### src/hw/rtl/key_tap_auto_repeat_unit_defines.svh
// assertion macros used by key_tap_auto_repeat_unit.sv
`ifndef KEY_TAP_AUTO_REPEAT_UNIT_DEFINES_SVH
`define KEY_TAP_AUTO_REPEAT_UNIT_DEFINES_SVH

// property checked on every clock edge outside reset
`define KTAR_ASSERT(label, prop, msg) \
  label: assert property (@(posedge clk_i) disable iff (!rst_ni) (prop)) else $error(msg);

// property checked on every clock edge, reset included
`define KTAR_ASSERT_ALWAYS(label, prop, msg) \
  label: assert property (@(posedge clk_i) (prop)) else $error(msg);

`endif

### src/hw/rtl/ktar_pkg.sv
`default_nettype none

package ktar_pkg;

  // field widths
  localparam int unsigned KeyW   = 7;
  localparam int unsigned TicksW = 32;
  localparam int unsigned CfgW   = 16;

  // stream data widths
  localparam int unsigned InDataW  = 48;
  localparam int unsigned OutDataW = 8;

  // register indexes of the configuration port
  localparam logic RegInitialDelay = 1'b0;
  localparam logic RegRepeatPeriod = 1'b1;

  // register reset values
  localparam logic [CfgW-1:0] InitialDelayReset = 16'd500;
  localparam logic [CfgW-1:0] RepeatPeriodReset = 16'd100;

  // one key entry as held in the state memory
  typedef struct packed {
    logic              seen;
    logic              handled;
    logic [TicksW-1:0] deadline;
  } entry_t;

  localparam int unsigned EntryW = $bits(entry_t);

endpackage

`default_nettype wire

### src/hw/rtl/ktar_ram.sv
`default_nettype none

module ktar_ram #(
  parameter int unsigned WIDTH = 34,
  parameter int unsigned DEPTH = 128
) (
  input  wire logic                     clk_i,
  input  wire logic                     we_i,
  input  wire logic [$clog2(DEPTH)-1:0] waddr_i,
  input  wire logic [WIDTH-1:0]         wdata_i,
  input  wire logic                     re_i,
  input  wire logic [$clog2(DEPTH)-1:0] raddr_i,
  output logic      [WIDTH-1:0]         rdata_o
);

  logic [WIDTH-1:0] mem_q [DEPTH];

  // write port
  always_ff @(posedge clk_i) begin
    if (we_i) begin
      mem_q[waddr_i] <= wdata_i;
    end
  end

  // registered read port, old data on a same-address write
  always_ff @(posedge clk_i) begin
    if (re_i) begin
      rdata_o <= mem_q[raddr_i];
    end
  end

endmodule

`default_nettype wire

### src/hw/rtl/key_tap_auto_repeat_unit.sv
`default_nettype none

// Per-key tap detector with typematic auto-repeat. Each input transaction names
// a key, its level, a repeat enable and the current millisecond count; exactly
// one result transaction follows, saying whether the query counts as a tap or
// a repeat. Per-key state (seen, handled, repeat deadline) lives in one
// synchronous RAM of KEY_COUNT entries: a query reads its entry in the accept
// cycle, and the compute stage then forms the answer, writes the entry back and
// loads the output register once that register is free. One query per clock is
// sustained while the result stream is not stalled, also for the same key twice
// in a row, since the written entry is forwarded past the RAM. After reset the
// RAM is cleared one entry per clock, so s_axis_tready_o stays low until the
// sweep ends; configuration writes are taken at any time but should only be
// issued while no query is in flight.
module key_tap_auto_repeat_unit #(
  parameter int unsigned KEY_COUNT = 128
) (
  input  wire logic                            clk_i,
  input  wire logic                            rst_ni,
  // configuration write port
  input  wire logic                            cfg_we_i,
  input  wire logic                            cfg_addr_i,
  input  wire logic [ktar_pkg::CfgW-1:0]       cfg_wdata_i,
  // query stream
  input  wire logic                            s_axis_tvalid_i,
  output logic                                 s_axis_tready_o,
  // [6:0] key_index, [7] pressed, [8] repeat_enable, [40:9] now_ticks, rest zero
  input  wire logic [ktar_pkg::InDataW-1:0]    s_axis_tdata_i,
  // result stream
  output logic                                 m_axis_tvalid_o,
  input  wire logic                            m_axis_tready_i,
  // [0] tapped, rest zero
  output logic      [ktar_pkg::OutDataW-1:0]   m_axis_tdata_o
);

`include "key_tap_auto_repeat_unit_defines.svh"

  localparam int unsigned AddrW = $clog2(KEY_COUNT);
  localparam int unsigned TW    = ktar_pkg::TicksW;

  // configuration registers
  logic [ktar_pkg::CfgW-1:0] init_delay_q, init_delay_d;
  logic [ktar_pkg::CfgW-1:0] rep_period_q, rep_period_d;

  // clearing sweep
  logic             clr_busy_q, clr_busy_d;
  logic [AddrW-1:0] clr_cnt_q, clr_cnt_d;

  // input field unpacking
  logic [ktar_pkg::KeyW-1:0] in_key;
  logic                      in_pressed;
  logic                      in_rep_en;
  logic [TW-1:0]             in_now;
  logic [AddrW-1:0]          in_addr;
  logic                      in_range;
  logic                      in_accept;

  // compute stage
  logic             s1_vld_q, s1_vld_d;
  logic             s1_range_q;
  logic [AddrW-1:0] s1_addr_q;
  logic             s1_pressed_q;
  logic             s1_rep_en_q;
  logic [TW-1:0]    s1_now_q;
  logic             s1_adv;
  logic             s1_wr;

  // forwarding of the entry written back while the query was read,
  // kept until the query leaves the stage
  logic                fwd_vld_q, fwd_vld_d;
  ktar_pkg::entry_t    fwd_entry_q;

  // output register
  logic out_vld_q, out_vld_d;
  logic out_tap_q;
  logic out_free;

  // memory interface
  logic [ktar_pkg::EntryW-1:0] ram_rdata;
  logic [ktar_pkg::EntryW-1:0] ram_wdata;
  logic [AddrW-1:0]            ram_waddr;
  logic                        ram_we;

  // entry update
  ktar_pkg::entry_t cur_entry;
  ktar_pkg::entry_t new_entry;
  logic             new_tap;
  logic             dl_due;
  logic [TW:0]      sum_initial;
  logic [TW:0]      sum_period;
  logic [TW-1:0]    sat_initial;
  logic [TW-1:0]    sat_period;

  // field unpacking and handshake
  assign in_key     = s_axis_tdata_i[6:0];
  assign in_pressed = s_axis_tdata_i[7];
  assign in_rep_en  = s_axis_tdata_i[8];
  assign in_now     = s_axis_tdata_i[40:9];
  assign in_addr    = AddrW'(in_key);
  assign in_range   = 32'(in_key) < 32'(KEY_COUNT);

  assign out_free        = !out_vld_q || m_axis_tready_i;
  assign s1_adv          = s1_vld_q && out_free;
  assign s1_wr           = s1_adv && s1_range_q;
  assign s_axis_tready_o = !clr_busy_q && (!s1_vld_q || out_free);
  assign in_accept       = s_axis_tvalid_i && s_axis_tready_o;

  // configuration writes
  always_comb begin
    init_delay_d = init_delay_q;
    rep_period_d = rep_period_q;
    if (cfg_we_i) begin
      case (cfg_addr_i)
        ktar_pkg::RegInitialDelay: init_delay_d = cfg_wdata_i;
        ktar_pkg::RegRepeatPeriod: rep_period_d = cfg_wdata_i;
        default: ;
      endcase
    end
  end

  // clearing sweep after reset
  always_comb begin
    clr_busy_d = clr_busy_q;
    clr_cnt_d  = clr_cnt_q;
    if (clr_busy_q) begin
      clr_cnt_d = clr_cnt_q + AddrW'(1);
      if (clr_cnt_q == AddrW'(KEY_COUNT - 1)) begin
        clr_busy_d = 1'b0;
      end
    end
  end

  // saturating deadline sums
  assign sum_initial = {1'b0, s1_now_q} + (TW + 1)'(init_delay_q);
  assign sum_period  = {1'b0, s1_now_q} + (TW + 1)'(rep_period_q);
  assign sat_initial = sum_initial[TW] ? {TW{1'b1}} : sum_initial[TW-1:0];
  assign sat_period  = sum_period[TW]  ? {TW{1'b1}} : sum_period[TW-1:0];

  // entry read-modify-write
  always_comb begin
    cur_entry = fwd_vld_q ? fwd_entry_q : ktar_pkg::entry_t'(ram_rdata);
    new_entry = cur_entry;
    new_tap   = 1'b0;
    dl_due    = (cur_entry.deadline != '0) && (cur_entry.deadline <= s1_now_q);
    if (!s1_range_q) begin
      new_tap = 1'b0;
    end else if (!cur_entry.seen) begin
      new_entry.seen     = 1'b1;
      new_entry.handled  = 1'b1;
      new_entry.deadline = '0;
      new_tap            = s1_pressed_q;
    end else if (!s1_pressed_q) begin
      new_entry.handled  = 1'b0;
      new_entry.deadline = '0;
    end else begin
      if (cur_entry.deadline == '0) begin
        new_entry.deadline = sat_initial;
      end else if (dl_due) begin
        new_entry.deadline = sat_period;
      end
      new_entry.handled = 1'b1;
      new_tap           = !cur_entry.handled || (dl_due && s1_rep_en_q);
    end
  end

  // memory write mux: sweep or write-back
  always_comb begin
    if (clr_busy_q) begin
      ram_we    = 1'b1;
      ram_waddr = clr_cnt_q;
      ram_wdata = '0;
    end else begin
      ram_we    = s1_wr;
      ram_waddr = s1_addr_q;
      ram_wdata = new_entry;
    end
  end

  // stage valids
  always_comb begin
    s1_vld_d  = s1_vld_q;
    out_vld_d = out_vld_q;
    fwd_vld_d = fwd_vld_q;
    if (m_axis_tready_i) begin
      out_vld_d = 1'b0;
    end
    if (s1_adv) begin
      out_vld_d = 1'b1;
      s1_vld_d  = 1'b0;
      fwd_vld_d = 1'b0;
    end
    if (in_accept) begin
      s1_vld_d  = 1'b1;
      fwd_vld_d = s1_wr && (s1_addr_q == in_addr);
    end
  end

  // control registers
  always_ff @(posedge clk_i or negedge rst_ni) begin
    if (!rst_ni) begin
      init_delay_q <= ktar_pkg::InitialDelayReset;
      rep_period_q <= ktar_pkg::RepeatPeriodReset;
      clr_busy_q   <= 1'b1;
      clr_cnt_q    <= '0;
      s1_vld_q     <= 1'b0;
      fwd_vld_q    <= 1'b0;
      out_vld_q    <= 1'b0;
    end else begin
      init_delay_q <= init_delay_d;
      rep_period_q <= rep_period_d;
      clr_busy_q   <= clr_busy_d;
      clr_cnt_q    <= clr_cnt_d;
      s1_vld_q     <= s1_vld_d;
      fwd_vld_q    <= fwd_vld_d;
      out_vld_q    <= out_vld_d;
    end
  end

  // payload registers
  always_ff @(posedge clk_i) begin
    if (in_accept) begin
      s1_range_q   <= in_range;
      s1_addr_q    <= in_addr;
      s1_pressed_q <= in_pressed;
      s1_rep_en_q  <= in_rep_en;
      s1_now_q     <= in_now;
      fwd_entry_q  <= new_entry;
    end
    if (s1_adv) begin
      out_tap_q <= new_tap;
    end
  end

  // key state memory
  ktar_ram #(
    .WIDTH (ktar_pkg::EntryW),
    .DEPTH (KEY_COUNT)
  ) u_state_ram (
    .clk_i   (clk_i),
    .we_i    (ram_we),
    .waddr_i (ram_waddr),
    .wdata_i (ram_wdata),
    .re_i    (in_accept),
    .raddr_i (in_addr),
    .rdata_o (ram_rdata)
  );

  assign m_axis_tvalid_o = out_vld_q;
  assign m_axis_tdata_o  = {{(ktar_pkg::OutDataW - 1){1'b0}}, out_tap_q};

  // checks
  `KTAR_ASSERT(a_no_accept_in_clear, !(clr_busy_q && s_axis_tready_o), "query taken during clear")
  `KTAR_ASSERT(a_clear_blocks_stage, clr_busy_q |-> !s1_vld_q, "stage busy during clear")
  `KTAR_ASSERT(a_fwd_has_stage, fwd_vld_q |-> s1_vld_q, "forwarded entry without a query")
  `KTAR_ASSERT(a_accept_fills_stage, in_accept |=> s1_vld_q, "accepted query lost")
  `KTAR_ASSERT(a_range_no_write, (s1_vld_q && !s1_range_q) |-> !ram_we, "out of range key written")

endmodule

`default_nettype wire
### config.mk
export PLATFORM = sky130hd
export DESIGN_NAME = key_tap_auto_repeat_unit
export DESIGN_NICKNAME = d
export VERILOG_FILES = /design/src/hw/rtl/ktar_pkg.sv /design/src/hw/rtl/ktar_ram.sv /design/src/hw/rtl/key_tap_auto_repeat_unit.sv
export VERILOG_INCLUDE_DIRS = /design/src /design/src/hw/rtl
export SDC_FILE = /design/constraint.sdc
export NUM_CORES = 2
export LEC_CHECK = 0
export BUFFER_PORTS_ARGS = -buffer_cell sky130_fd_sc_hd__buf_2
export CAP_MARGIN = 0
export CELL_PAD_IN_SITES_DETAIL_PLACEMENT = 0
export CELL_PAD_IN_SITES_GLOBAL_PLACEMENT = 1
export CORE_ASPECT_RATIO = 0.8
export CORE_MARGIN = 2
export CORE_UTILIZATION = 57
export DETAILED_ROUTE_END_ITERATION = 12
export GPL_TIMING_DRIVEN = 1
export PLACE_DENSITY = 0.86
export SLEW_MARGIN = 0
export SYNTH_ARGS = -nofsm -noshare
export SYNTH_HDL_FRONTEND = slang
export SYNTH_MEMORY_MAX_BITS = 65536
export SYNTH_SLANG_ARGS = --single-unit
### constraint.sdc
create_clock -name clk_i -period 19.3 [get_ports clk_i]
set_input_delay 0.965 -clock clk_i [delete_from_list [all_inputs] [get_ports clk_i]]
set_output_delay 0.965 -clock clk_i [all_outputs]
set_load 0.02 [all_outputs]
==> flow_metrics.env <==
export IMPL_drt_iter0_drc=16100
export IMPL_synth_warnings=0
export IMPL_period_share_pct=36.0
export IMPL_crit_path_start_kind="primary input"
export IMPL_gp_congestion=0.890
export IMPL_antenna_found_initial=66
export IMPL_syn_inst=7215
export IMPL_cts_setup_buffers=0
export IMPL_p_leak_nw=60.2
export IMPL_max_freq_mhz=144
export IMPL_cap_violations=0
export IMPL_start_util_pct=57.4
export IMPL_cp_data_required_time_ns=19.99
export IMPL_grt_overflow_total=0
export IMPL_cts_resized=0
export IMPL_rsz0062_at_grt="false"
export IMPL_finalSetupTns_ns=0
export IMPL_avgSynthCellArea_um2=24.2
export IMPL_critPathLaunch="s_axis_tdata_i[0]"
export IMPL_hpwl_um=245000
export IMPL_cp_max_fo=110
export IMPL_synth_common_cells="4461 x edfxtp_1, 1428 x mux4_2, 209 x clkbuf_1, 187 x nor2_1, 101 x mux2_2"
export IMPL_drtPass1Iterations=8
export IMPL_grt_pass1_vias=87400
export IMPL_rr_startpoint="fwd_vld_q"
export IMPL_critical_path_arrival_ns=7.64
export IMPL_synth_most_common_cell="edfxtp_1"
export IMPL_worstSetupPathType="in2reg"
export IMPL_holdCritPathClass="in2async"
export IMPL_final_util_pct=64.0
export IMPL_grt_max_degree=158
export IMPL_synth_edf_count=4461
export IMPL_track_usage_pct=32.3
export IMPL_maxSlewViolCount=0
export IMPL_area_growth_pct=11.6
export IMPL_clk_pin_slew_ns=0.07
export IMPL_wl_per_cell_um=42.0
export IMPL_die_h_um=499
export IMPL_ys_ff_latch=4504
export IMPL_ys_seq_area_share_pct=77.2
export IMPL_syn_area_mm2=0.175
export IMPL_core_area_mm2=0.305
export IMPL_synth_top_flop_cell="edfxtp_1"
export IMPL_period_needed_ns=6.95
export IMPL_root_buffer="clkbuf_16"
export IMPL_numCtsBuffers=420
export IMPL_worst_pin_slew_ns=1.38
export IMPL_final_hold_viol_count=0
export IMPL_htree_levels=5
export IMPL_dieArea_mm2=0.311
export IMPL_synth_largest_area_cell="edfxtp_1"
export IMPL_vias=88500
export IMPL_synth_top_area_share_pct=76.6
export IMPL_cts_tree="built"
export IMPL_layout_nets=7716
export IMPL_clock_sinks=4504
export IMPL_antenna_left=0
export IMPL_power_density_mw_per_mm2=109
export IMPL_synthArstFlopShare_pct=0.955
export IMPL_num_rows=181
export IMPL_finalSetupViolCount=0
export IMPL_skew_ns=0.0834
export IMPL_drc=0
export IMPL_io_pins=80
export IMPL_vias_per_cell=7.39
export IMPL_cp_end_kind="register"
export IMPL_status="completed"
export IMPL_holdBufCountCts=0
export IMPL_ys_types=67
export IMPL_cts_buffer_depth=4
export IMPL_worstSkewPairLatency_ns=0.97
export IMPL_wl_um=502000
export IMPL_die_w_um=623
export IMPL_ir_drop_mv=0.0901
export IMPL_max_slew_margin_rel_pct=8.31
export IMPL_reg2reg_depth=12
export IMPL_grt_pass1_wl_um=693000
export IMPL_holdWs_ns=0.197
export IMPL_ys_top_cells_by_area="edfxtp_1 77%, mux4_2 18%, mux2_2 0.65%, dfrtp_1 0.47%, ha_1 0.47%"
export IMPL_drive_above_1_share_pct=32.9
export IMPL_io_buffers=65
-- stage by stage --
stage	worst slack, ns	area [µm²]	cells	total power (W)
floorplan	2.22	175000	7221	0.0125
global placement	11.32	182000	11200	0.0131
detailed placement	11.29	182000	11200	0.0132
CTS	12.24	195000	11900	0.0213
global route	11.78	195000	11900	0.0217
finish	12.35	195000	12000	0.0213
-- report_power, final --
group	total, W	internal [W]	leakage, nW	switching [W]
logic	0.00177	0.000493	12.9	0.00128
clock network	0.00822	0.00453	6.48	0.00369
registers	0.0113	0.0112	40.8	0.0000484
total	0.0213	0.0163	60.2	0.00501
-- placed cells by master (no fill, tap or decap), types with 59 or more instances in the layout --
master / count
edfxtp_1: 4461
mux4_2: 1428
clkbuf_16: 426
buf_4: 240
nor2_4: 135
clkinv_1: 107
mux2_2: 101
nand2_1: 80
clkinv_2: 80
clkbuf_1: 76
ha_1: 65
buf_2: 59
-- logic make-up after synthesis --
kind of cell,share of synthesized area [%]
buf+inv,1.00
xor+xnor,0.286
fa+ha+maj,0.488
flops,77.2
compound gates,0.784
simple gates,1.12
mux,19.1
other cells,0.00215
-- state kept, by name, summed over array words and instances (netlist names) --
register / count
u_state_ram.mem_q: 4352
u_state_ram.rdata_o: 34
fwd_entry_q: 33
s1_now_q: 32
init_delay_q: 16
rep_period_q: 16
clr_cnt_q: 7
s1_addr_q: 7
clr_busy_q: 1
fwd_vld_q: 1
m_axis_tvalid_o: 1
out_tap_q: 1
s1_pressed_q: 1
s1_rep_en_q: 1
s1_vld_q: 1
-- layout make-up --
cell class | instances | area [µm²]
antenna | 26 | 65.1
clock buffer | 502 | 10900
clock inverter | 257 | 2290
fill | 18000 | 110000
inverter | 45 | 174
multi-input combinational | 2299 | 39200
sequential | 4504 | 135000
tap | 4026 | 5040
timing repair buffer | 309 | 2270
-- worst paths after layout --
check / to / slack [ns]
min: m_axis_tvalid_o / 0.20
min reg2reg: rep_period_q[10] / 0.52
min in group clk_i: s1_now_q[22] / 0.23
max: u_state_ram.rdata_o[3] / 12.35
max reg2reg: u_state_ram.mem_q[43][12] / 12.39
max in group asynchronous: fwd_vld_q / 18.60
-- layer usage --
metal / routed length, µm / track usage [%]
met1: 165000 / 43.1
met2: 237000 / 49.9
met3: 75300 / 10.2
met4: 24700 / 13.3
met5: 296 / 0
-- critical path, stage by stage --
cell    delay (ns)
buf_12        0.58
buf_4         0.90
buf_4         0.91
buf_4         0.92
buf_4         0.88
mux4_2        0.62
mux4_2        0.59
mux4_2        0.60
mux2_2        0.30
(Power assumes the default switching activity.)
